==> src/rtl/core/cmdu_pkg.sv <==
package cmdu_pkg;

    localparam int IN_W              = 16;
    localparam int OUT_W             = 32;
    localparam int DEF_IN_FRAC_BITS  = 12;
    localparam int DEF_OUT_FRAC_BITS = 16;

    localparam int PROD_W = 2 * IN_W;        // one 16x16 product
    localparam int SUM_W  = PROD_W + 1;      // sum or difference of two products
    localparam int DEN_W  = PROD_W;          // b_re^2 + b_im^2 never exceeds 2^31
    localparam int QUO_W  = OUT_W + 1;       // quotient bits kept, one above the result

    localparam int FRONT_STAGES = 3;
    localparam int DIV_STAGES   = QUO_W;
    localparam int NUM_STAGES   = FRONT_STAGES + DIV_STAGES + 1;

    localparam logic       MODE_MUL = 1'b0;
    localparam logic       MODE_DIV = 1'b1;

    localparam logic [1:0] ST_OK   = 2'd0;
    localparam logic [1:0] ST_SAT  = 2'd1;
    localparam logic [1:0] ST_DIV0 = 2'd2;

    typedef struct packed {
        logic                   mode;
        logic signed [IN_W-1:0] a_re;
        logic signed [IN_W-1:0] a_im;
        logic signed [IN_W-1:0] b_re;
        logic signed [IN_W-1:0] b_im;
    } t_in;

    typedef struct packed {
        logic signed [OUT_W-1:0] res_re;
        logic signed [OUT_W-1:0] res_im;
        logic [1:0]              status;
    } t_out;

    // state carried through the divider pipeline
    typedef struct packed {
        logic [DEN_W-1:0] rem_re;
        logic [DEN_W-1:0] rem_im;
        logic [QUO_W-1:0] acc_re;
        logic [QUO_W-1:0] acc_im;
        logic [DEN_W-1:0] den;
        logic             neg_re;
        logic             neg_im;
        logic             ovf_re;
        logic             ovf_im;
        logic             den_zero;
        logic             mode;
        logic [OUT_W-1:0] prod_re;
        logic [OUT_W-1:0] prod_im;
        logic             prod_sat;
    } t_div;

endpackage

==> src/rtl/core/cmdu_div_step.sv <==
module cmdu_div_step
    import cmdu_pkg::*;
(
    input  logic i_clk,
    input  logic i_en,
    input  t_div i_div,
    output t_div o_div
);

    // one restoring step per lane: bring in the next dividend bit, subtract if it fits
    logic [DEN_W:0] w_trial_re, w_trial_im, w_den;
    logic           w_ge_re, w_ge_im;
    t_div           n_div;
    t_div           r_div;

    always_comb begin
        w_den      = {1'b0, i_div.den};
        w_trial_re = {i_div.rem_re, i_div.acc_re[QUO_W-1]};
        w_trial_im = {i_div.rem_im, i_div.acc_im[QUO_W-1]};
        w_ge_re    = w_trial_re >= w_den;
        w_ge_im    = w_trial_im >= w_den;

        n_div        = i_div;
        n_div.rem_re = w_ge_re ? DEN_W'(w_trial_re - w_den) : w_trial_re[DEN_W-1:0];
        n_div.rem_im = w_ge_im ? DEN_W'(w_trial_im - w_den) : w_trial_im[DEN_W-1:0];
        n_div.acc_re = {i_div.acc_re[QUO_W-2:0], w_ge_re};
        n_div.acc_im = {i_div.acc_im[QUO_W-2:0], w_ge_im};
    end

    always_ff @(posedge i_clk) begin
        if (i_en) begin
            r_div <= n_div;
        end
    end

    assign o_div = r_div;

endmodule

==> config.mk <==
export PLATFORM = sky130hd
export DESIGN_NAME = cmdu_div_step
export DESIGN_NICKNAME = d
export VERILOG_FILES = /design/src/rtl/core/cmdu_pkg.sv /design/src/rtl/core/cmdu_div_step.sv
export SDC_FILE = /design/constraint.sdc
export NUM_CORES = 1
export LEC_CHECK = 0
export BUFFER_PORTS_ARGS = -buffer_cell sky130_fd_sc_hd__buf_4
export CAP_MARGIN = 5
export CORE_AREA = 2 2 183 185
export DETAILED_ROUTE_END_ITERATION = 16
export DIE_AREA = 0 0 185 187
export PLACE_DENSITY = 0.69
export RECOVER_POWER = 25
export SLEW_MARGIN = 40
export SYNTH_ARGS = -nofsm -noshare
export SYNTH_HDL_FRONTEND = slang
export SYNTH_SLANG_ARGS = --single-unit
==> constraint.sdc <==
create_clock -name i_clk -period 3.8 [get_ports i_clk]
set_input_delay 0.76 -clock i_clk [delete_from_list [all_inputs] [get_ports i_clk]]
set_output_delay 0.76 -clock i_clk [all_outputs]
set_load 0.05 [all_outputs]
; ---- Yosys cells after proc, flatten, opt, wreduce, memory -nomap -nowiden
; Cells that the tools add are included.
[word_totals]
reg_bits = 233
input_bits = 235
out_inout_bits = 233
elab_cells = 20
[classes]
add_sub_neg = 2
n_lt_le_gt_ge = 2
muxes = 2
[ops]
columns = cell, count
row1 = greater-or-equal comparator 33 x 32 -> 1 bit, 2
row2 = 2-to-1 mux 32 bit, 2
row3 = subtractor 32 bit, 2

; ---- Logic depth before layout (Yosys ltp)
[logic_depth]
depth_word = 2
mapped_depth = 13
ltp_nobuf = 11

; ---- Least setup slack after synthesis
; Ideal clock, no wire load.
[synth_timing]
kind = in2reg
start = input port i_div[77] in the netlist's numbering
end = register r_div (netlist bit o_div[214]) (data pin)
setup_ns = 0.262
arrival_ns = 2.966
required_ns = 3.538
path_slack_ns = 0.572
stages = 10
path_buffers = 1
path_cell_list = inv_1 -> ha_1 -> a21o_1 -> a211o_1 -> o311a_4 -> a211oi_4 -> o21a_1 -> o21a_2 -> buf_6 -> mux2_1
[synth_rtl]
columns = element, line_no
row1 = start: declaration, cmdu_div_step.sv:6  ; input t_div i_div,
row2 = end signal: assignment, cmdu_div_step.sv:32  ; r_div <= n_div;
row3 = end: declaration, cmdu_div_step.sv:14  ; t_div r_div;

==> flow_results.org <==
** GRT
- The first global-routing pass estimated 58.6 mm of wire.
- Global routing usage on met2 :: 39.1%
- For this run, global-route usage on met3 was measured as 5.80%.
- The via count of the first global-routing pass came to 9,270.
- The global routing stage identified its most utilized layer as met2.
- Global routing consumed, on the met1 layer, 27.2% of the routing resources.
- Largest net degree at the start of global routing :: 96
- Total global-route track usage :: 22.6%
- For this run the aggregate overflow at the end of global routing stands at 0.
- The number of antenna violations at the first check in global routing came to 6.

** Critical path
- The worst setup path is of the in2reg kind.
- Required arrival time at the worst endpoint :: 4.08 ns
- Critical Path Source Type :: input port
- Largest fanout of any net on the critical path :: 31
- Crit end category :: flop
- Signal arrival time at the worst endpoint :: 3.57 ns

** Finish
- For this run, the post-layout net count is 1,707.
- Number of flip-flops in the largest register :: 233
- Of the cells placed in the final design, the portion with a size suffix greater than 1 is 39.0%.
- Non-filler cells in the finished layout :: 1,875
- The area growth from synthesis to layout is 41.9%.
- Antenna diode count :: 0

** Floorplanning
- The core region is 0.0329 sq mm.
- DIE HEIGHT :: 187 microns
- The initial utilization of the core area, before any placement, comes to 35.6%.
- The floorplan step defined a die boundary enclosing 0.0346 sq mm.
- Row generation in the floorplan step produced 67 rows.
- Chip Width :: 185 microns
- # IOs :: 468

** Flow run
- Across the run, the number of max-cap violations was 1.

** CTS
- Clock tree synthesis inserted a total of 28 buffers.
- TritonCTS built the clock tree.
- CTS placed an instance of clkbuf_16 at the clock tree root.
- For this design, the CTS-stage hold fixing added 0 buffers.
- Setup Buffers After CTS :: 0
- After clock tree synthesis, the clock-pin slew on the worst setup and hold paths is 0.06 ns.
- H-tree depth :: 1
- Longest Clk Path Bufs :: 3
- Post-cts gate resize count :: 0
- The tree built by TritonCTS fans out to 233 sinks.

** Synthesis
- Net count after synthesis :: 1,210
- Dominant synthesized flop cell :: edfxtp_1
- The synthesized netlist occupies a cell area of 0.0117 sq mm.
- Summed over all instances, the cell type with the most area after synthesis is edfxtp_1.
- Cell types with the highest counts after synthesis :: 233 x edfxtp_1, 67 x nand2_1, 64 x ha_1
- Sequential cells were found to cover 59.9% of the synthesized design area.
- Count of different cell masters after synthesis :: 67
- In the synthesized netlist, the number of instances is 909.
- Summed over its instances, the top area cell type makes up 59.9% of the synthesized netlist area.
- EDFF count, synth :: 233
- Leading cell type by number of instances after synthesis :: edfxtp_1
- Count of yosys warnings during synthesis :: 0
- Synth Area per Inst :: 12.9 sq um
- The synthesized design contains 233 register bits.
- Area contributors post-synth :: edfxtp_1 60%, ha_1 6.9%, mux2_4 3.3%
- Of all flip-flops after synthesis, the portion carrying an async set or reset was 0%.

** Power and ir drop
- Worst vdd ir :: 0.285 mV
- Static leakage :: 0.00720 uW
- Power per unit of standard cell area :: 497 mW/mm^2

** Outcome
- Failing checks :: max-capacitance violations, max-slew violations
- The run finished, with violations left.

** STA
- Max Transition Viols Final :: 94
- After layout, the minimum clock period comes to 3.29 ns.
- Relative max-transition margin :: -69.0%
- Number of hold-slack violations in the final timing report :: 0
- Final period utilization :: 86.5%
- Setup TNS after final layout :: 0 ns
- Setup violations remaining at the end of the flow were counted as 0.
- Setup repair after global routing missed its margin :: false
- Slew at the pin closest to its max-slew limit :: 2.53 ns
- Peak clock frequency supported by timing :: 304 MHz

** Hold path
- Worst min-delay path class :: in2reg

** Routing
- DR iter-0 viols :: 621
- Final ANT Viol Nets :: 0
- Routed via count :: 9,503
- Wire length reported by the detailed router :: 41.0 mm
- Using the TritonRoute via totals, the vias-per-cell ratio works out to 5.07.
- Mean routed wirelength per cell :: 21.8 microns
- Detailed-route DRC error count :: 0
- Before antenna repair, the detailed router went through 5 iterations.

** Placement
- GP Congestion :: 0.900
- Number of buffers added on ports :: 467
- Post-detail-place hpwl :: 32.7 mm
- After detailed placement, the design holds a cell count of 1,824.
[metal layers]
metal | wire length, microns | vias up
li1 | - | 4452
met1 | 16200 | 4595
met2 | 20000 | 371
met3 | 3330 | 75
met4 | 1360 | 10
met5 | 63 | -
[logic make-up (layout without fill, tap and decap cells)]
group                      count (synthesis)  count (layout)  share of synthesized area [%]
AOI/OAI and AO/OA                        234             234                           13.2
DFF                                      233             233                           59.9
and+or+nand+nor                          207             207                           8.57
buffers and inverters                     84             602                           3.19
adders and majority gates                 66              66                           7.20
xor gates and xnor gates                  47              47                           3.52
muxes                                     38              38                           4.41
[critical path, stage by stage]
cell	delay, ns
clkbuf_1	0.25
inv_1	0.12
ha_1	0.32
nand2b_1	0.08
a21oi_1	0.25
o31ai_2	0.12
o311ai_1	0.51
nand3_1	0.14
a21oi_1	0.27
nor4_4	0.06
inv_2	0.07
buf_12	0.25
mux2_2	0.37
[per-stage QoR]
stage | cell area (sq um) | hold WS [ns] | utilization (%) | worst slack (ns) | power (uW)
after floorplan | 11700 | 0.859 | - | 0.572 | 4910
after global placement | 15800 | 0.939 | 48.2 | 0.107 | 5830
after detailed placement | 15800 | 0.939 | 48.2 | 0.0930 | 5830
after CTS | 16700 | 0.371 | 50.7 | 0.654 | 8330
after global routing | 16600 | 0.388 | 50.5 | 0.257 | 8560
final | 16600 | 0.424 | 50.5 | 0.513 | 8240
[cell usage in the layout, fill, tap and decap left out, drive strengths merged, types with 3 or more instances in the layout]
| master | synthesis | final |
|---|---|---|
| a211oi | 12 | 12 |
| mux2i | 8 | 8 |
| a41oi | 3 | 3 |
| o211ai | 5 | 5 |
| a31oi | 8 | 8 |
| nand2 | 67 | 67 |
| o311a | 3 | 3 |
| o22ai | 3 | 3 |
| and2 | 4 | 4 |
| nand2b | 3 | 3 |
| or3 | 5 | 5 |
| o21a | 7 | 7 |
| o2111a | 3 | 3 |
| inv | 61 | 63 |
| o31ai | 9 | 9 |
| a21oi | 60 | 60 |
| xor2 | 20 | 20 |
| clkinvlp | 0 | 4 |
| mux2 | 30 | 30 |
| a21o | 30 | 30 |
| o21bai | 7 | 7 |
| nor2 | 46 | 46 |
| nand4 | 14 | 14 |
| nand3 | 21 | 21 |
| clkbuf | 10 | 198 |
| nor3 | 16 | 16 |
| clkinv | 0 | 15 |
| o21ai | 58 | 58 |
| o2111ai | 3 | 3 |
| a21boi | 3 | 3 |
| buf | 13 | 322 |
| ha | 64 | 64 |
| edfxtp | 233 | 233 |
| a311oi | 6 | 6 |
| and3 | 9 | 9 |
| xnor2 | 27 | 27 |
| nor2b | 13 | 13 |
[where the power goes]
group / internal (uW) / leakage (uW) / switching, uW / total, uW
combinational: 867 / 0.00451 / 1670 / 2530
clock: 1390 / 0.000415 / 1080 / 2470
sequential: 3150 / 0.00228 / 84.0 / 3240
[cell type report]
| type | count | area [sq um] |
|---|---|---|
| Inverter | 61 | 229 |
| Clock buffer | 30 | 729 |
| Sequential cell | 233 | 7000 |
| Fill cell | 2974 | 16300 |
| Timing Repair Buffer | 490 | 3630 |
| Tap cell | 448 | 561 |
| Clock inverter | 21 | 120 |
| Multi-Input combinational cell | 592 | 4310 |
[worst paths after layout]
kind	end	cells past startpoint	from
worst max-delay path	o_div[200]	13	i_div[72]
worst min-delay path	o_div[154]	1	i_div[153]
Power figures use the tool's default switching activity.
