<file path="src/rtl/core/cmdu_pkg.sv">
package cmdu_pkg;

    localparam int IN_W              = 16;
    localparam int OUT_W             = 32;
    localparam int DEF_IN_FRAC_BITS  = 12;
    localparam int DEF_OUT_FRAC_BITS = 16;

    localparam int PROD_W = 2 * IN_W;        // one 16x16 product
    localparam int SUM_W  = PROD_W + 1;      // sum or difference of two products
    localparam int DEN_W  = PROD_W;          // b_re^2 + b_im^2 never exceeds 2^31
    localparam int QUO_W  = OUT_W + 1;       // quotient bits kept, one above the result

    localparam int FRONT_STAGES = 3;
    localparam int DIV_STAGES   = QUO_W;
    localparam int NUM_STAGES   = FRONT_STAGES + DIV_STAGES + 1;

    localparam logic       MODE_MUL = 1'b0;
    localparam logic       MODE_DIV = 1'b1;

    localparam logic [1:0] ST_OK   = 2'd0;
    localparam logic [1:0] ST_SAT  = 2'd1;
    localparam logic [1:0] ST_DIV0 = 2'd2;

    typedef struct packed {
        logic                   mode;
        logic signed [IN_W-1:0] a_re;
        logic signed [IN_W-1:0] a_im;
        logic signed [IN_W-1:0] b_re;
        logic signed [IN_W-1:0] b_im;
    } t_in;

    typedef struct packed {
        logic signed [OUT_W-1:0] res_re;
        logic signed [OUT_W-1:0] res_im;
        logic [1:0]              status;
    } t_out;

    // state carried through the divider pipeline
    typedef struct packed {
        logic [DEN_W-1:0] rem_re;
        logic [DEN_W-1:0] rem_im;
        logic [QUO_W-1:0] acc_re;
        logic [QUO_W-1:0] acc_im;
        logic [DEN_W-1:0] den;
        logic             neg_re;
        logic             neg_im;
        logic             ovf_re;
        logic             ovf_im;
        logic             den_zero;
        logic             mode;
        logic [OUT_W-1:0] prod_re;
        logic [OUT_W-1:0] prod_im;
        logic             prod_sat;
    } t_div;

endpackage

</file>
<file path="src/rtl/core/cmdu_front.sv">
module cmdu_front
    import cmdu_pkg::*;
#(
    parameter int IN_FRAC_BITS  = DEF_IN_FRAC_BITS,
    parameter int OUT_FRAC_BITS = DEF_OUT_FRAC_BITS
) (
    input  logic                    i_clk,
    input  logic [FRONT_STAGES-1:0] i_en,
    input  t_in                     i_data,
    output t_div                    o_div
);

    localparam int NET   = 2 * IN_FRAC_BITS - OUT_FRAC_BITS;
    localparam int SHL   = (NET < 0) ? -NET : 0;
    localparam int SHR   = (NET > 0) ? NET : 0;
    localparam int PW    = SUM_W + SHL;
    localparam int DW    = SUM_W + OUT_FRAC_BITS;

    localparam logic signed [PW-1:0] P_MAX =
        $signed({{(PW-OUT_W+1){1'b0}}, {(OUT_W-1){1'b1}}});
    localparam logic signed [PW-1:0] P_MIN =
        $signed({{(PW-OUT_W+1){1'b1}}, {(OUT_W-1){1'b0}}});

    // stage 1: products
    logic signed [PROD_W-1:0] r_rr, r_ii, r_ri, r_ir;
    logic signed [PROD_W-1:0] r_sq_re, r_sq_im;
    logic                     r_mode1;
    logic signed [PROD_W-1:0] n_rr, n_ii, n_ri, n_ir, n_sq_re, n_sq_im;

    always_comb begin
        n_rr    = PROD_W'(i_data.a_re) * PROD_W'(i_data.b_re);
        n_ii    = PROD_W'(i_data.a_im) * PROD_W'(i_data.b_im);
        n_ri    = PROD_W'(i_data.a_re) * PROD_W'(i_data.b_im);
        n_ir    = PROD_W'(i_data.a_im) * PROD_W'(i_data.b_re);
        n_sq_re = PROD_W'(i_data.b_re) * PROD_W'(i_data.b_re);
        n_sq_im = PROD_W'(i_data.b_im) * PROD_W'(i_data.b_im);
    end

    always_ff @(posedge i_clk) begin
        if (i_en[0]) begin
            r_rr    <= n_rr;
            r_ii    <= n_ii;
            r_ri    <= n_ri;
            r_ir    <= n_ir;
            r_sq_re <= n_sq_re;
            r_sq_im <= n_sq_im;
            r_mode1 <= i_data.mode;
        end
    end

    // stage 2: sums for the selected operation and the divisor
    logic [SUM_W-1:0] r_sum_re, r_sum_im;
    logic [DEN_W-1:0] r_den;
    logic             r_mode2;
    logic [SUM_W-1:0] n_sum_re, n_sum_im;
    logic [SUM_W-1:0] w_rr, w_ii, w_ri, w_ir;
    logic [DEN_W-1:0] n_den;

    always_comb begin
        w_rr = {r_rr[PROD_W-1], r_rr};
        w_ii = {r_ii[PROD_W-1], r_ii};
        w_ri = {r_ri[PROD_W-1], r_ri};
        w_ir = {r_ir[PROD_W-1], r_ir};
        if (r_mode1 == MODE_DIV) begin
            n_sum_re = w_rr + w_ii;
            n_sum_im = w_ir - w_ri;
        end else begin
            n_sum_re = w_rr - w_ii;
            n_sum_im = w_ri + w_ir;
        end
        n_den = DEN_W'(r_sq_re) + DEN_W'(r_sq_im);
    end

    always_ff @(posedge i_clk) begin
        if (i_en[1]) begin
            r_sum_re <= n_sum_re;
            r_sum_im <= n_sum_im;
            r_den    <= n_den;
            r_mode2  <= r_mode1;
        end
    end

    // stage 3: product scaling and saturation, divider set-up
    logic signed [PW-1:0] w_sc_re, w_sc_im;
    logic [SUM_W-1:0]     w_mag_re, w_mag_im;
    logic [DW-1:0]        w_dvd_re, w_dvd_im, w_top_re, w_top_im;
    logic                 w_sat_re, w_sat_im;
    t_div                 n_div;
    t_div                 r_div;

    always_comb begin
        w_sc_re = (PW'($signed(r_sum_re)) <<< SHL) >>> SHR;
        w_sc_im = (PW'($signed(r_sum_im)) <<< SHL) >>> SHR;
        w_sat_re = (w_sc_re > P_MAX) || (w_sc_re < P_MIN);
        w_sat_im = (w_sc_im > P_MAX) || (w_sc_im < P_MIN);

        w_mag_re = r_sum_re[SUM_W-1] ? (~r_sum_re + 1'b1) : r_sum_re;
        w_mag_im = r_sum_im[SUM_W-1] ? (~r_sum_im + 1'b1) : r_sum_im;
        w_dvd_re = DW'(w_mag_re) << OUT_FRAC_BITS;
        w_dvd_im = DW'(w_mag_im) << OUT_FRAC_BITS;
        // part of the dividend above the kept quotient bits
        w_top_re = w_dvd_re >> QUO_W;
        w_top_im = w_dvd_im >> QUO_W;

        n_div.rem_re   = w_top_re[DEN_W-1:0];
        n_div.rem_im   = w_top_im[DEN_W-1:0];
        n_div.acc_re   = w_dvd_re[QUO_W-1:0];
        n_div.acc_im   = w_dvd_im[QUO_W-1:0];
        n_div.den      = r_den;
        n_div.neg_re   = r_sum_re[SUM_W-1];
        n_div.neg_im   = r_sum_im[SUM_W-1];
        n_div.ovf_re   = w_top_re >= DW'(r_den);
        n_div.ovf_im   = w_top_im >= DW'(r_den);
        n_div.den_zero = (r_den == '0);
        n_div.mode     = r_mode2;
        if (w_sat_re) begin
            n_div.prod_re = w_sc_re[PW-1] ? P_MIN[OUT_W-1:0] : P_MAX[OUT_W-1:0];
        end else begin
            n_div.prod_re = w_sc_re[OUT_W-1:0];
        end
        if (w_sat_im) begin
            n_div.prod_im = w_sc_im[PW-1] ? P_MIN[OUT_W-1:0] : P_MAX[OUT_W-1:0];
        end else begin
            n_div.prod_im = w_sc_im[OUT_W-1:0];
        end
        n_div.prod_sat = w_sat_re | w_sat_im;
    end

    always_ff @(posedge i_clk) begin
        if (i_en[2]) begin
            r_div <= n_div;
        end
    end

    assign o_div = r_div;

endmodule

</file>
<file path="config.mk">
export PLATFORM = sky130hd
export DESIGN_NAME = cmdu_front
export DESIGN_NICKNAME = d
export VERILOG_FILES = /design/src/rtl/core/cmdu_pkg.sv /design/src/rtl/core/cmdu_front.sv
export SDC_FILE = /design/constraint.sdc
export NUM_CORES = 2
export LEC_CHECK = 0
export BUFFER_PORTS_ARGS = -buffer_cell sky130_fd_sc_hd__buf_2
export CORE_MARGIN = 4
export CORE_UTILIZATION = 60
export CTS_CLUSTER_DIAMETER = 80
export DETAILED_ROUTE_END_ITERATION = 8
export PLACE_DENSITY = 0.78
export SLEW_MARGIN = 5
export SYNTH_ARGS = -nofsm -noshare
export SYNTH_HDL_FRONTEND = slang
export SYNTH_SLANG_ARGS = --single-unit
</file>
<file path="constraint.sdc">
create_clock -name i_clk -period 8.8 [get_ports i_clk]
set_clock_uncertainty 0.2 [all_clocks]
set_input_delay 0.88 -clock i_clk [delete_from_list [all_inputs] [get_ports i_clk]]
set_output_delay 0.88 -clock i_clk [all_outputs]
set_load 0.005 [all_outputs]
</file>
After elaboration in Yosys (flattened, before gate mapping)
Cells that the tools add are included.
{ "word_totals": {"wordCells": 58, "latch_bits": 0, "ram_bits": 0, "input_bits": 69, "out_inout_bits": 233, "mem_bits_ro": 0, "n_memories": 0, "regBits": 461} }
{ "classes": {"order_cmp": 6, "div": 0, "eq_ne": 0, "n_mul": 6, "bitwise": 3, "n_reduce_logical": 3, "n_addsub": 7, "shift": 0, "n_mux": 8} }
{ "op_table": {"columns": ["operator", "n"], "rows": [
  ["$mul 16x16->32", 6],
  ["$mux 33", 4],
  ["$mux 32", 4],
  ["$add 32x32->33", 2],
  ["$add 33x1->33 const B", 2],
  ["$not 33->33", 2],
  ["$sub 32x32->33", 2],
  ["$ge 16x32->1", 2],
  ["$gt 25x32->1 const B", 2],
  ["$lt 25x32->1 const B", 2],
  ["$add 32x32->32", 1],
  ["$logic_not 32->1", 1],
  ["$logic_or 1x1->1", 2],
  ["$or 1x1->1", 1]
]} }

Depth between registers and ports, before layout
{ "logic_depth": {"depth_word": 4, "mapped_depth": 25, "mapped_depth_nobuf": 24} }

Least setup slack after synthesis
Ideal clock, no wire load.
{ "synth_timing": {"kind": "in2reg", "startpoint": "input port i_data[17] (netlist name)", "endpoint": "register r_rr[29] (data pin)", "t_arrival_ns": 6.866, "path_slack_ns": 1.455, "required_time_ns": 8.321, "n_path_buf": 2, "path_stages": 22, "setup_ns": 0.279, "cell_sequence": "clkbuf_1 clkbuf_1 nand2_1 fa_1 fa_1 fa_1 inv_1 fa_1 fa_1 inv_1 fa_1 inv_1 ha_1 o21a_1 o211ai_1 nand2_1 o21ai_0 o31ai_1 a31oi_1 or3b_2 nand4_1 or4b_2"} }
{ "synth_via": {"elab_chain_len": 1} }
{ "synth_rtl": {"columns": ["item", "line", "source"], "rows": [
  ["start, declared", "cmdu_front.sv:9", "input t_in i_data,"],
  ["$mul 16x16->32", "cmdu_front.sv:31", "n_rr = PROD_W'(i_data.a_re) * PROD_W'(i_data.b_re);"],
  ["via n_rr[29]", "cmdu_front.sv:28", "logic signed [PROD_W-1:0] n_rr, n_ii, n_ri, n_ir, n_sq_re, n_sq_im;"],
  ["end signal, assigned", "cmdu_front.sv:41", "r_rr <= n_rr;"],
  ["end, declared", "cmdu_front.sv:25", "logic signed [PROD_W-1:0] r_rr, r_ii, r_ri, r_ir;"]
]} }
The timed path passes the listed nets, and every way through them passes these cells.
A chain may end at the register's enable or synchronous reset.

Worst setup path in the final report
{ "layout_timing": {"startpoint": "input port i_data[2] (netlist name)", "endpoint": "register r_ri[29] (data pin)"} }
{ "layout_via": {"elab_chain_len": 1} }
{ "layout_rtl": {"columns": ["item", "line", "source"], "rows": [
  ["$mul 16x16->32", "cmdu_front.sv:33", "n_ri = PROD_W'(i_data.a_re) * PROD_W'(i_data.b_im);"],
  ["via n_ri[29]", "cmdu_front.sv:28", null],
  ["end signal, assigned", "cmdu_front.sv:43", "r_ri <= n_ri;"],
  ["end, declared", "cmdu_front.sv:25", null]
]} }
The timed path passes the listed nets, and every way through them passes these cells.

==> reports/qor.yml <==
avgSynthCellArea_um2: 9.847
cp.required_ns: 9.09
hold_buffers: 0
cts.path.max_buffers: 3
synthTopCellsByArea: "fa_1 38%, edfxtp_1 17%, ha_1 10%"
yosysWarnings: 0
cpPeakStageDelay_ns: 0.59
first_pass_iters: 7
clk_pin_slew_ns: 0.06
cp.arrival_ns: 7.83
start_util: 0.6076
antenna_found_initial: 19
layout-drive-gt1-share: 0.05659
io_pins: 302
cts-buffers-inserted: 50
fp.dieArea_um2: 137700
slowest_stage: "xnor2_1"
maxCapViolCount: 0
syn_inst: 8030
min_path_type: "reg -> reg"
synth_edf_count: 442
seqCellArea_um2: 13270
area_growth_pct: 5.518
grt_use_total: 0.2918
synth_top_area_frac: 0.3841
ant_nets: 0
routedWlPerCell_um: 19.63
dieWidth_um: 371.0
synth_cell_types: 73
cts_resized: 0
worst_slew_pin_slew_ns: 1.153
setup_viol: 0
multi_input_area_um2: 57350
vias: 55731
ys_seq_area_frac: 0.1679
num_rows: 132
synthArstFlopShare: 0
grt_pass1_wl_um: 313700
cts_max_level: 2
crit_chain: "buf_2, buf_4, and2_1, fa_1, fa_1, ha_1, inv_1, fa_1, fa_1, fa_1, inv_1, ha_1, o21a_1, o21ai_0, nor2_1, a21oi_1, o31ai_1, a31oi_1, nor2_1, xnor2_1, buf_4"
hpwlAfterDp_um: 157800
startpoint_type: "input port"
yosysMostFrequentCell: "inv_1"
via_per_inst: 5.633
post-route-min-period_ns: 7.537
clock.fmax_ghz: 0.1327
port_buffers: 236
cts-root-buf: "clkbuf_16"
fin_nets: 10334
ys_top_cells_by_count: "1,862 x inv_1, 1,517 x fa_1, 721 x nand2_1"
fin_setup_tns_ns: 0
die_h_um: 371.0
post_cts_buffers: 0
synth_seq_cells: 442
finalCritPeriodShare: 0.8565
synth_area_leader_cell: "fa_1"
hold_violations: 0
design.core.area_um2: 130100
clock_latency_ns: 0.64
crit_path_frequent_cell: "fa_1"
critPathMaxFanout: 25
status: "complete, no violations"
cts_tree: "done"
slew_headroom: 0.2311
overflow: 0
end_kind: "flip-flop"
rsz0062_at_grt: "false"
syn-cell-area_um2: 79070
wl_um: 194200
fillers: 10304
grt_max_degree: 119
drc: 0
ys.flop_type: "edfxtp_1"
finalWeightedCongestion: 0.9359
cts_sinks: 442
grt_pass1_vias: 59128
worstSetupPathType: "in -> reg"
slew_violations: 0
drtIter0Drc: 3982
[state kept, by name, indices dropped and copies added (netlist names)]
signal / count
r_ir: 32
r_mode1: 1
r_rr: 32
r_sq_re: 31
r_sum_im: 33
o_div: 152
r_sq_im: 31
r_mode2: 1
r_ri: 32
r_den: 32
r_ii: 32
r_sum_re: 33
[worst paths after layout]
| check | cells after the start | endpoint | from | slack (ns) |
|---|---|---|---|---|
| worst max-delay path | 21 | r_ri[29] | i_data[2] | 1.26 |
| worst min-delay path | 0 | o_div[65] | r_mode2 | 0.24 |
| worst max register to register | 14 | r_sum_im[29] | r_ri[4] | 3.22 |
| worst min register to register | 0 | o_div[65] | r_mode2 | 0.24 |
[cell usage in the layout, fill, tap and decap left out, drive strengths merged, types with 11 or more instances in the layout]
| cell type | instances |
|---|---|
| buf | 330 |
| a31o | 18 |
| inv | 1868 |
| o21ai | 146 |
| or2 | 12 |
| clkinv | 25 |
| conb | 65 |
| o31ai | 29 |
| o21bai | 36 |
| nand2 | 721 |
| clkbuf | 56 |
| nand2b | 59 |
| and3 | 22 |
| ha | 643 |
| a211o | 11 |
| nor2 | 284 |
| nand3 | 63 |
| a21oi | 236 |
| nand4 | 27 |
| a31oi | 31 |
| or4 | 23 |
| fa | 1517 |
| xor2 | 92 |
| nor2b | 35 |
| o41ai | 15 |
| or3 | 25 |
| edfxtp | 442 |
| a21o | 118 |
| xnor2 | 335 |
| nor4 | 29 |
| o211ai | 15 |
| and2 | 576 |
| a211oi | 30 |
| nor3 | 75 |
| o21a | 26 |
[routing by layer]
layer  part of all wire  vias up  GRT usage  wire [um]
li1                   -    24711          -          -
met1               0.39    28150     0.3842      75360
met2               0.47     2371     0.4823      92180
met3              0.091      487    0.05527      17720
met4              0.046       12     0.1130       8841
met5            0.00041        -          0         79
[area by class of cell]
cell class,instances,area share
inverter,1863,0.08381
clock buffer,55,0.01522
tap,1742,0.02612
sequential,442,0.1591
timing repair buffer,331,0.02351
multi-input combinational,5417,0.6873
clock inverter,38,0.004754
antenna,6,0.0001800
[worst max-delay path: cells and delay by family]
| family | cells | cell delay (ns) |
|---|---|---|
| xor gates and xnor gates | 1 | 0.59 |
| AOI/OAI and AO/OA | 5 | 1.62 |
| and+or+nand+nor | 3 | 0.43 |
| adders and majority gates | 7 | 2.96 |
| buffers and inverters | 5 | 1.31 |
[metrics by stage]
stage | setup WS, ns | std cells | hold WS, ns | area (um^2) | utilization
2_1_floorplan | 1.455 | 8094 | 0.2003 | 79310 | -
3_3_place_gp | 0.8137 | 9795 | 0.2240 | 81750 | 0.6282
3_5_place_dp | 0.6795 | 9795 | 0.2226 | 81750 | 0.6282
4_1_cts | 1.338 | 9888 | 0.2221 | 83420 | 0.6410
5_1_grt | 0.9537 | 9892 | 0.2289 | 83430 | 0.6411
6_report | 1.263 | 9894 | 0.2431 | 83440 | 0.6411
[kinds of logic (layout without fill, tap and decap cells)]
| logic type | Yosys count | count (layout) | synth area share |
|---|---|---|---|
| xor gates and xnor gates | 427 | 427 | 0.04730 |
| AOI/OAI and AO/OA | 779 | 779 | 0.06393 |
| muxes | 6 | 6 | 0.0007754 |
| other | 1 | 71 | 0.00004743 |
| and+or+nand+nor | 1980 | 1980 | 0.1243 |
| DFF | 442 | 442 | 0.1679 |
| adders and majority gates | 2160 | 2160 | 0.4858 |
| buffers and inverters | 2235 | 2287 | 0.1099 |
Power is left out: the tool's default activity adds up to more than one toggle a clock period on the data nets, which glitch-free logic cannot reach.
