`config.mk`:
```
export PLATFORM = sky130hd
export DESIGN_NAME = cmdu_back
export DESIGN_NICKNAME = d
export VERILOG_FILES = /design/src/rtl/core/cmdu_pkg.sv /design/src/rtl/core/cmdu_back.sv
export SDC_FILE = /design/constraint.sdc
export NUM_CORES = 1
export LEC_CHECK = 0
export ABC_AREA = 1
export ABC_CLOCK_PERIOD_IN_PS = 1500
export BUFFER_PORTS_ARGS = -buffer_cell sky130_fd_sc_hd__buf_2
export CORE_MARGIN = 2
export CORE_UTILIZATION = 41
export CTS_CLUSTER_SIZE = 40
export DETAILED_ROUTE_END_ITERATION = 10
export PLACE_DENSITY = 0.87
export SLEW_MARGIN = 20
export SYNTH_ARGS = -nofsm -noshare
export SYNTH_HDL_FRONTEND = slang
export SYNTH_SLANG_ARGS = --single-unit
```
`constraint.sdc`:
```
create_clock -name i_clk -period 1.5 [get_ports i_clk]
set_input_delay 0.225 -clock i_clk [delete_from_list [all_inputs] [get_ports i_clk]]
set_output_delay 0.225 -clock i_clk [all_outputs]
set_load 0.02 [all_outputs]
```
`src/rtl/core/cmdu_pkg.sv`:
```
package cmdu_pkg;

    localparam int IN_W              = 16;
    localparam int OUT_W             = 32;
    localparam int DEF_IN_FRAC_BITS  = 12;
    localparam int DEF_OUT_FRAC_BITS = 16;

    localparam int PROD_W = 2 * IN_W;        // one 16x16 product
    localparam int SUM_W  = PROD_W + 1;      // sum or difference of two products
    localparam int DEN_W  = PROD_W;          // b_re^2 + b_im^2 never exceeds 2^31
    localparam int QUO_W  = OUT_W + 1;       // quotient bits kept, one above the result

    localparam int FRONT_STAGES = 3;
    localparam int DIV_STAGES   = QUO_W;
    localparam int NUM_STAGES   = FRONT_STAGES + DIV_STAGES + 1;

    localparam logic       MODE_MUL = 1'b0;
    localparam logic       MODE_DIV = 1'b1;

    localparam logic [1:0] ST_OK   = 2'd0;
    localparam logic [1:0] ST_SAT  = 2'd1;
    localparam logic [1:0] ST_DIV0 = 2'd2;

    typedef struct packed {
        logic                   mode;
        logic signed [IN_W-1:0] a_re;
        logic signed [IN_W-1:0] a_im;
        logic signed [IN_W-1:0] b_re;
        logic signed [IN_W-1:0] b_im;
    } t_in;

    typedef struct packed {
        logic signed [OUT_W-1:0] res_re;
        logic signed [OUT_W-1:0] res_im;
        logic [1:0]              status;
    } t_out;

    // state carried through the divider pipeline
    typedef struct packed {
        logic [DEN_W-1:0] rem_re;
        logic [DEN_W-1:0] rem_im;
        logic [QUO_W-1:0] acc_re;
        logic [QUO_W-1:0] acc_im;
        logic [DEN_W-1:0] den;
        logic             neg_re;
        logic             neg_im;
        logic             ovf_re;
        logic             ovf_im;
        logic             den_zero;
        logic             mode;
        logic [OUT_W-1:0] prod_re;
        logic [OUT_W-1:0] prod_im;
        logic             prod_sat;
    } t_div;

endpackage

```
`src/rtl/core/cmdu_back.sv`:
```
module cmdu_back
    import cmdu_pkg::*;
(
    input  logic i_clk,
    input  logic i_en,
    input  t_div i_div,
    output t_out o_data
);

    localparam logic [OUT_W-1:0] Q_MAX = {1'b0, {(OUT_W-1){1'b1}}};
    localparam logic [OUT_W-1:0] Q_MIN = {1'b1, {(OUT_W-1){1'b0}}};

    logic             w_sat_re, w_sat_im;
    logic [OUT_W-1:0] w_q_re, w_q_im;
    t_out             n_out;
    t_out             r_out;

    always_comb begin
        // negative side may reach one step further than the positive side
        if (i_div.neg_re) begin
            w_sat_re = i_div.ovf_re | i_div.acc_re[QUO_W-1]
                     | (i_div.acc_re[OUT_W-1] & (|i_div.acc_re[OUT_W-2:0]));
            w_q_re   = w_sat_re ? Q_MIN : (~i_div.acc_re[OUT_W-1:0] + 1'b1);
        end else begin
            w_sat_re = i_div.ovf_re | i_div.acc_re[QUO_W-1] | i_div.acc_re[OUT_W-1];
            w_q_re   = w_sat_re ? Q_MAX : i_div.acc_re[OUT_W-1:0];
        end
        if (i_div.neg_im) begin
            w_sat_im = i_div.ovf_im | i_div.acc_im[QUO_W-1]
                     | (i_div.acc_im[OUT_W-1] & (|i_div.acc_im[OUT_W-2:0]));
            w_q_im   = w_sat_im ? Q_MIN : (~i_div.acc_im[OUT_W-1:0] + 1'b1);
        end else begin
            w_sat_im = i_div.ovf_im | i_div.acc_im[QUO_W-1] | i_div.acc_im[OUT_W-1];
            w_q_im   = w_sat_im ? Q_MAX : i_div.acc_im[OUT_W-1:0];
        end

        if (i_div.mode == MODE_MUL) begin
            n_out.res_re = i_div.prod_re;
            n_out.res_im = i_div.prod_im;
            n_out.status = i_div.prod_sat ? ST_SAT : ST_OK;
        end else if (i_div.den_zero) begin
            n_out.res_re = '0;
            n_out.res_im = '0;
            n_out.status = ST_DIV0;
        end else begin
            n_out.res_re = w_q_re;
            n_out.res_im = w_q_im;
            n_out.status = (w_sat_re | w_sat_im) ? ST_SAT : ST_OK;
        end
    end

    always_ff @(posedge i_clk) begin
        if (i_en) begin
            r_out <= n_out;
        end
    end

    assign o_data = r_out;

endmodule

```
[Yosys cells after proc, flatten, opt, wreduce, memory -nomap -nowiden]
Index checks and enable logic that the tools add are counted.
Storage, ports and cells
  logic and storage cells: 30
  output and inout port bits: 66
  bits in registers: 66
  input port bits: 235
Cells by class
  add/subtract/negate cells: 2
  bitwise logic cells: 11
  mux-type cells: 12
  reduce and logical (&&, ||, !) cells: 2
Operators by type and width (number)
  32-bit two-way mux: 6
  66-bit two-way mux: 2
  32-bit by 1-bit adder with 32-bit output, second input constant: 2
  32-bit inverter: 2
  31-bit OR reduction: 2
  1-bit OR: 7
  1-bit two-way mux: 4
  1-bit bitwise AND: 2

[Longest topological paths before layout]
Gate-level depths: netlist of run 1.
  depth after elaboration: 8
  depth in mapped cells: 13
  mapped depth without buffers: 13

[Worst setup path after synthesis of run 1]
OpenSTA, ideal clock, no wires.
  kind: in2reg
  from: in i_div[103] (netlist bit)
  to: reg r_out, in the netlist o_data[24] (data pin)
  arrival: 1.305 ns
  buffers on the path: 1
  cell stages on the path: 12
  data required time: 1.247 ns
  setup time: 0.253 ns
  setup slack: -0.058 ns
  path through: inv_1 ha_1 inv_1 nor2_1 nand3_1 nor2_1 buf_2 nand3_1 nand2_1 nand3_1 nand3b_1 nand2_1
RTL lines
  start: declaration: line cmdu_back.sv:6  | input t_div i_div,
  end signal: assignment: line cmdu_back.sv:54  | r_out <= n_out;
  end: declaration: line cmdu_back.sv:16  | t_out r_out;

==> results.json, run 1 <==
{
  "drt_iter0_markers": 736,
  "use_met3": 0.03378,
  "power-per-cell-area_nw_per_um2": 755.1,
  "drc": 0,
  "grt_most_used_layer": "met2",
  "grt.overflow.total": 0,
  "ys_ff_latch": 66,
  "cts_root_buf": "clkbuf_16",
  "synth-warning-count": 0,
  "firstDrtPassIters": 6,
  "hpwl_um": 14290,
  "cp_max_fo": 11,
  "worstMarginPinSlew_ns": 0.4397,
  "routed_wl_um": 18600,
  "drive_gt1_frac": 0.3616,
  "final_nets": 1378,
  "ioPinCount": 301,
  "postSynthCellCount": 811,
  "fmax_mhz": 707.7,
  "setup_viol": 0,
  "final_max_slew_viol_count": 0,
  "grt_pass1_wl_um": 29440,
  "peakVddDrop_uv": 520.1,
  "synth.distinct_cells": 36,
  "status": "finished clean",
  "intPower_w": 0.004326,
  "cp.arrival_ns": 1.60,
  "total_power_w": 0.006064,
  "antenna_found_initial": 0,
  "use_met1": 0.3834,
  "portBuffers": 204,
  "comb_power_share": 0.261,
  "sequentialPowerShare": 0.375,
  "largest_register_ffs": 66,
  "fin_ws_ns": 0.08688,
  "use_met2": 0.4043,
  "coreArea_sq_um": 12670,
  "rows": 41,
  "die_y_um": 118.4,
  "p_sw_frac": 0.2866,
  "clockBufferDepth": 2,
  "cts_tree": "yes",
  "cts_sinks": 66,
  "post-route-period-util": 0.9421,
  "path_class": "in -> reg",
  "area_growth_pct": 49.74,
  "chipWidth_um": 118.4,
  "rsz0062_at_grt": "yes",
  "cp.required_ns": 1.69,
  "htreeDepth": 3,
  "start_util": 0.4232,
  "setup_tns_ns": 0,
  "p_sw_w": 0.001738,
  "syn_nets": 1048,
  "pre_cts_slack_ns": -0.3166,
  "drt.antenna.violating_nets": 0,
  "grt_start_max_net_pins": 67,
  "n_antenna_cell": 0,
  "drv_cap": 0,
  "routedWlPerCell_um": 14.12,
  "p_clk_frac": 0.364,
  "grt.total_usage": 0.2614,
  "syn_avg_cell_area_sq_um": 6.612,
  "dr_total_vias": 6637,
  "dieArea_sq_um": 14010,
  "layout_common_cells": "268 x nand2_1, 205 x buf_2, 133 x buf_4",
  "layout_commonest_cell": "nand2_1",
  "hold_class": "in -> reg",
  "p_leak_nw": 3.969,
  "cts_made_buffers": 9,
  "endpoint_kind": "flip-flop",
  "clk_pin_slew_ns": 0.06,
  "grt_pass1_vias": 5936,
  "fin_util": 0.6338,
  "yosysSeqAreaShare": 0.3696,
  "start_kind": "input port",
  "slew_headroom": 0.7058,
  "synthesis.area_sq_um": 5363,
  "viasPerCell": 5.039,
  "routabilityCongestion": 0.9448,
  "fin_crit_ns": 1.413,
  "hold_viol_final": 0
}
routing by layer:
| layer | vias up | routed length [um] |
|---|---|---|
| li1 | 3350 | - |
| met1 | 2919 | 8645 |
| met2 | 336 | 8042 |
| met3 | 32 | 1581 |
| met4 | 0 | 328 |
| met5 | - | 0 |
through the flow:
stage	hold WS, ns	area [sq um]	instances
finish	0.1638	8030	1317
global route	0.1627	8030	1317
CTS	0.1507	7910	1313
detailed placement	0.4969	7610	1298
global placement	0.4945	7610	1298
floorplan	0.3375	5391	811
synth_stat cells:
cell        n  area share
a31oi_1     1      0.0012
or2_2       1      0.0012
nand4_1    17       0.020
buf_6       2      0.0042
and2_4      1      0.0016
o21bai_1    6      0.0084
o22ai_1     9       0.010
nand2_1   272        0.19
edfxtp_1   66        0.37
inv_1      64       0.045
nand3_1    69       0.064
nand3_2     1      0.0019
clkbuf_1   19       0.013
nand2_4     1      0.0021
nand3_4     1      0.0033
a21oi_1     3      0.0028
and2_1      1      0.0012
xor2_1      2      0.0033
buf_4       2      0.0028
inv_2      16       0.011
o31ai_1     7      0.0098
ha_1        2      0.0047
o21ai_1    13       0.012
buf_2       4      0.0037
a22oi_1     1      0.0014
buf_1       1     0.00070
nand2_2     4      0.0047
nor2_4      2      0.0042
nor2_1    110       0.077
xnor2_1     4      0.0065
nor2_2     11       0.013
nor3_2      1      0.0019
a21boi_0    1      0.0014
nor3_1      2      0.0019
nand3b_1   25       0.035
o21ai_0    69       0.064
logic make-up after synthesis:
| logic type | after synthesis | share of synthesized area |
|---|---|---|
| simple gates | 519 | 0.4232 |
| compound gates | 110 | 0.1120 |
| buf+inv | 108 | 0.08073 |
| flops | 66 | 0.3696 |
| xor+xnor | 6 | 0.009799 |
| fa+ha+maj | 2 | 0.004666 |
worst paths after layout:
check | slack, ns | endpoint | cells past startpoint | start
setup / recovery | 0.09 | o_data[17] | 13 | i_div[104]
hold / removal | 0.16 | o_data[63] | 3 | i_div[62]
timing repair:
action / in CTS / in global routing
resized for setup: 0 / 20
hold buffers: 0 / 0
setup endpoints to repair: 0 / 46
buffers inserted: 0 / 2
critical path, cell delays in order:
cell and delay [ns]:
buf_2 0.12, inv_2 0.09, ha_4 0.13, inv_2 0.05
nor3_4 0.15, nand2_2 0.11, nor2_4 0.14, nand2_2 0.09
nand3_4 0.11, nand2_4 0.07, inv_2 0.16, nand2_1 0.07
nand2_1 0.09
power by group through the flow:
stage               clock (W)  sequential (W)  combinational [W]
floorplan                   0         0.00253           0.000512
CTS                   0.00224         0.00228            0.00155
finish                0.00221         0.00227            0.00158
global route          0.00232         0.00229            0.00173
global placement            0         0.00230            0.00151
detailed placement          0         0.00231            0.00154
layout make-up:
type | count | area [sq um]
Fill cell | 1126 | 4641
Multi-Input combinational cell | 637 | 3037
Timing Repair Buffer | 347 | 2196
Sequential cell | 66 | 1982
Inverter | 80 | 300.3
Clock buffer | 11 | 232.7
Tap cell | 172 | 215.2
Clock inverter | 4 | 67.56
(Power assumes the default switching activity.)
==> run 2: changes to the inputs <==
--- a/config.mk
+++ b/config.mk
@@ -12,6 +12,7 @@
 export CORE_UTILIZATION = 41
 export CTS_CLUSTER_SIZE = 40
 export DETAILED_ROUTE_END_ITERATION = 10
+export GPL_TIMING_DRIVEN = 0
 export PLACE_DENSITY = 0.87
 export SLEW_MARGIN = 20
 export SYNTH_ARGS = -nofsm -noshare
==> run 2 against run 1 <==
The run now ends with setup timing left. Sequential share of layout area is 2.8 points higher. Count of clock-buffer cells in the layout is 2 lower. Flip-flop and latch count unchanged. Worst hold slack lost 0.016 ns. Utilization fell by 6.4 points. Power down 1.3%. Final area shrank 10%. Maximum frequency shrank 5.8%. Die area did not move. First-iteration DRC count down 16%. Non-clock buffer count shrank 108. Worst setup slack lost 0.087 ns. Critical endpoint is now o_data[51]. Largest power group is now the clock network. Highest routed layer unchanged.
==> results.json, run 2 (synthesis results as in run 1) <==
{
  "chipWidth_um": 118.4,
  "start_kind": "input port",
  "cp.arrival_ns": 1.71,
  "setup_viol": 1,
  "drc": 0,
  "largest_register_ffs": 66,
  "post-route-period-util": 1.000,
  "rsz0062_at_grt": "yes",
  "grt.total_usage": 0.2595,
  "die_y_um": 118.4,
  "clk_pin_slew_ns": 0.06,
  "clockBufferDepth": 2,
  "area_growth_pct": 34.72,
  "drive_gt1_frac": 0.3035,
  "n_antenna_cell": 0,
  "cts_made_buffers": 9,
  "fin_ws_ns": -0.0001922,
  "htreeDepth": 3,
  "place_inst": 1185,
  "p_leak_nw": 3.394,
  "final_max_slew_viol_count": 0,
  "viasPerCell": 5.345,
  "fillerInstances": 1229,
  "hpwl_um": 14390,
  "cts_root_buf": "clkbuf_16",
  "routabilityCongestion": 0.9897,
  "power-per-cell-area_nw_per_um2": 828.4,
  "routed_wl_um": 19070,
  "grt_pass1_wl_um": 28720,
  "cp_slowest_cell": "nand4_1",
  "dieArea_sq_um": 14010,
  "fin_cells": 1210,
  "ioPinCount": 301,
  "fin_crit_ns": 1.500,
  "rows": 41,
  "hold_viol_final": 0,
  "slowest_delay_ns": 0.21,
  "final_nets": 1270,
  "coreArea_sq_um": 12670,
  "grt.overflow.total": 0,
  "dr_total_vias": 6468,
  "ctsHoldBuffers": 0,
  "slew_headroom": 0.4443,
  "drt_iter0_markers": 621,
  "cts_tree": "yes",
  "cp_max_fo": 5,
  "firstDrtPassIters": 6,
  "portBuffers": 202,
  "worstMarginPinSlew_ns": 0.8335,
  "min-delay-start": "i_div[29]",
  "hold_class": "in -> reg",
  "status": "finished, violations left",
  "pre_cts_slack_ns": -0.4931,
  "hold_depth": 3,
  "start_util": 0.4232,
  "endpoint_kind": "flip-flop",
  "layout_common_cells": "257 x nand2_1, 203 x buf_2, 99 x nor2_1",
  "violations": "setup timing",
  "cts_sinks": 66,
  "holdPathEnd": "o_data[30]",
  "cp.required_ns": 1.71,
  "path_cells": "buf_2 -> inv_2 -> ha_2 -> nand2_2 -> nor2_4 -> nand4_1 -> nand3_4 -> buf_4 -> clkbuf_16 -> nand3b_1 -> nand2_1",
  "fmax_mhz": 666.6,
  "grt_start_max_net_pins": 67,
  "layout_commonest_cell": "nand2_1",
  "antenna_found_initial": 0,
  "routedWlPerCell_um": 15.76,
  "path_class": "in -> reg",
  "drt.antenna.violating_nets": 0,
  "drv_cap": 0,
  "peakVddDrop_uv": 397.2,
  "grt_pass1_vias": 5703
}
## run 2: through the flow
step / TNS [ns] / power (W) / utilization / cell area, sq um / hold slack [ns]
floorplan: 0 / 0.003046 / - / 5391 / 0.3375
global placement: -33.66 / 0.003622 / 0.5223 / 6618 / 0.4949
detailed placement: -21.66 / 0.003643 / 0.5225 / 6620 / 0.4987
CTS: 0 / 0.005925 / 0.5495 / 6963 / 0.1409
global route: -0.6450 / 0.006237 / 0.5702 / 7224 / 0.1624
finish: -0.0001922 / 0.005985 / 0.5702 / 7224 / 0.1482
## run 2: worst max-delay path by stage
stage,cells after the start,slack [ns],startpoint,endpoint
floorplan,12,0.01,i_div[103],o_data[22]
global placement,6,-0.47,i_div[65],o_data[33]
detailed placement,6,-0.49,i_div[65],o_data[33]
CTS,13,0.0006,i_div[103],o_data[20]
global route,14,-0.07,i_div[104],o_data[7]
finish,11,-0.0002,i_div[136],o_data[51]
## run 2: layout make-up
cell class,count,area [sq um],area share
Clock inverter,7,93.84,0.01299
Clock buffer,9,225.2,0.03117
Tap cell,172,215.2,0.02979
Timing Repair Buffer,211,1122,0.1554
Sequential cell,66,1982,0.2743
Inverter,80,317.8,0.04399
Multi-Input combinational cell,637,3107,0.4300
Buffer,28,161.4,0.02234
## run 2: where the power goes
group          switching [W]  internal [W]
sequential         0.0000385       0.00223
combinational       0.000933      0.000503
clock               0.000828       0.00145
## run 2: metal layers
layer  vias to the layer above  global-route usage  wire [um]
li1                       3130                   -          -
met1                      2919              0.3730       8461
met2                       392              0.3945       8298
met3                        27             0.04778       2003
met4                         0             0.07982        305
met5                         -                   0          0
## run 2: critical path: cells and delay by family
kind                       cells  cell delay [ns]
adders and majority gates      1             0.20
buffers and inverters          4             0.46
and+or+nand+nor                6             0.80
## run 2: timing repair
| item | in CTS | in global routing |
|---|---|---|
| gates resized for setup | 8 | 63 |
| pin swaps | 0 | 14 |
| endpoints found under the setup margin | 28 | 55 |
| setup buffers | 0 | 7 |
| cloned | 0 | 2 |
==> run 3: changes to the inputs <==
--- a/config.mk
+++ b/config.mk
@@ -6,14 +6,14 @@
 export NUM_CORES = 1
 export LEC_CHECK = 0
 export ABC_AREA = 1
-export ABC_CLOCK_PERIOD_IN_PS = 1500
+export ABC_CLOCK_PERIOD_IN_PS = 1400
 export BUFFER_PORTS_ARGS = -buffer_cell sky130_fd_sc_hd__buf_2
-export CORE_MARGIN = 2
-export CORE_UTILIZATION = 41
+export CORE_AREA = 2 2 118 120
 export CTS_CLUSTER_SIZE = 40
 export DETAILED_ROUTE_END_ITERATION = 10
+export DIE_AREA = 0 0 120 122
 export GPL_TIMING_DRIVEN = 0
-export PLACE_DENSITY = 0.87
+export PLACE_DENSITY = 0.83
 export SLEW_MARGIN = 20
 export SYNTH_ARGS = -nofsm -noshare
 export SYNTH_HDL_FRONTEND = slang
==> constraint.sdc (replaced) <==
create_clock -name i_clk -period 1.4 [get_ports i_clk]
set_input_delay 0.21 -clock i_clk [delete_from_list [all_inputs] [get_ports i_clk]]
set_output_delay 0.21 -clock i_clk [all_outputs]
set_load 0.02 [all_outputs]
==> run 3 against run 2 <==
The run still ends with setup timing left. Global-route usage down 0.46 points. Combinational power up 12%. Routed wire length rose by 1.5%. Worst setup slack worse by 0.041 ns. Final area rose by 4.5%. Sequential share of layout area down 1.2 points. Clock power rose by 25%. Count of clock-buffer cells in the layout did not move. Critical path type unchanged. Largest power group unchanged. Highest routed layer is now met5.
==> results.json, run 3 (synthesis results as in run 1) <==
{
  "status": "finished, violations left",
  "violations": "setup timing",
  "p_leak_nw": 3.499,
  "grt_pass1_wl_um": 28940,
  "coreArea_sq_um": 13500,
  "total_power_w": 0.006885,
  "htreeDepth": 3,
  "place_inst": 1193,
  "start_kind": "input port",
  "setup_tns_ns": -0.2323,
  "drive_gt1_frac": 0.3445,
  "cts_root_buf": "clkbuf_16",
  "worstMarginPinSlew_ns": 0.8268,
  "grt.overflow.total": 0,
  "drt.antenna.violating_nets": 0,
  "dr_total_vias": 6419,
  "hold_class": "in -> reg",
  "routedWlPerCell_um": 15.80,
  "layout_commonest_cell": "nand2_1",
  "cp_max_fo": 5,
  "routed_wl_um": 19350,
  "pre_cts_slack_ns": -0.5076,
  "grt_start_max_net_pins": 67,
  "rsz0062_at_grt": "yes",
  "post-route-period-util": 1.030,
  "largest_register_ffs": 66,
  "hold_depth": 3,
  "area_growth_pct": 40.78,
  "path_class": "in -> reg",
  "cp-endpoint": "o_data[17]",
  "clk_pin_slew_ns": 0.06,
  "portBuffers": 202,
  "drt_iter0_markers": 619,
  "fmax_mhz": 693.8,
  "drc": 0,
  "final_nets": 1277,
  "hpwl_um": 14300,
  "clockBufferDepth": 2,
  "hold_viol_final": 0,
  "slew_headroom": 0.4488,
  "layout_common_cells": "245 x nand2_1, 202 x buf_2, 83 x nor2_1",
  "antenna_found_initial": 1,
  "setup_viol": 12,
  "dpl-instance-area_sq_um": 6655,
  "endpoint_kind": "flip-flop",
  "grt.total_usage": 0.2548,
  "firstDrtPassIters": 7,
  "dieArea_sq_um": 14640,
  "fin_ws_ns": -0.04141,
  "chipWidth_um": 120,
  "final_max_slew_viol_count": 0,
  "cts_made_buffers": 9,
  "min-delay-start": "i_div[61]",
  "drv_cap": 0,
  "fin_crit_ns": 1.441,
  "start_util": 0.3971,
  "die_y_um": 122,
  "cp.arrival_ns": 1.66,
  "fin_cells": 1225,
  "ioPinCount": 301,
  "cts_sinks": 66,
  "grt_pass1_vias": 5736,
  "final_area_sq_um": 7550,
  "cp.required_ns": 1.61,
  "power-per-cell-area_nw_per_um2": 911.9,
  "viasPerCell": 5.240,
  "n_antenna_cell": 0,
  "crit_start": "i_div[103]",
  "routabilityCongestion": 0.9986,
  "rows": 43,
  "cts_tree": "yes",
  "peakVddDrop_uv": 459.4
}
## run 3: what timing repair did
item,4_1_cts,5_1_grt
cloned,0,4
setup endpoints to repair,52,59
gates resized for setup,16,110
endpoints found under the hold margin,0,0
pin swaps,4,27
setup buffers,3,9
hold buffers,0,0
## run 3: metrics by stage
step	hold slack, ns	util
4_1_cts	0.1224	0.5253
5_1_grt	0.1441	0.5591
3_5_place_dp	0.4844	0.4928
6_report	0.1219	0.5591
2_1_floorplan	0.3225	-
3_3_place_gp	0.4799	0.4926
## run 3: power breakdown
group | total, W | internal (W) | switching (W)
clock network | 0.00284 | 0.00192 | 0.000920
logic | 0.00161 | 0.000574 | 0.00104
registers | 0.00243 | 0.00239 | 0.0000412
## run 3: worst min path at each step
stage	to	slack [ns]
6_report	o_data[62]	0.12
5_1_grt	o_data[38]	0.14
4_1_cts	o_data[62]	0.12
3_5_place_dp	o_data[46]	0.48
3_3_place_gp	o_data[29]	0.48
2_1_floorplan	o_data[0]	0.32
## run 3: metal layers
layer | global-route usage | share of wire | up-vias
met5 | 0 | 0.00067 | -
met4 | 0.09338 | 0.026 | 2
met3 | 0.05571 | 0.092 | 49
met2 | 0.3817 | 0.44 | 365
met1 | 0.3608 | 0.44 | 2865
li1 | - | - | 3138
## run 3: final cells by class
| class | count | area (sq um) |
|---|---|---|
| Fill cell | 1301 | 5954 |
| Multi-Input combinational cell | 637 | 3277 |
| Sequential cell | 66 | 1982 |
| Timing Repair Buffer | 218 | 1209 |
| Inverter | 80 | 335.3 |
| Clock buffer | 9 | 225.2 |
| Tap cell | 180 | 225.2 |
| Buffer | 28 | 155.1 |
| Clock inverter | 7 | 141.4 |
## run 3: critical path, cell delays in order
cell      delay [ns]
buf_8           0.10
clkinv_4        0.05
ha_4            0.13
inv_4           0.05
nor3_4          0.22
nand2_2         0.11
nor2_4          0.14
nand2_2         0.09
nand3_4         0.11
nand2_4         0.09
inv_4           0.08
buf_6           0.13
nand2_4         0.05
nand2_2         0.08
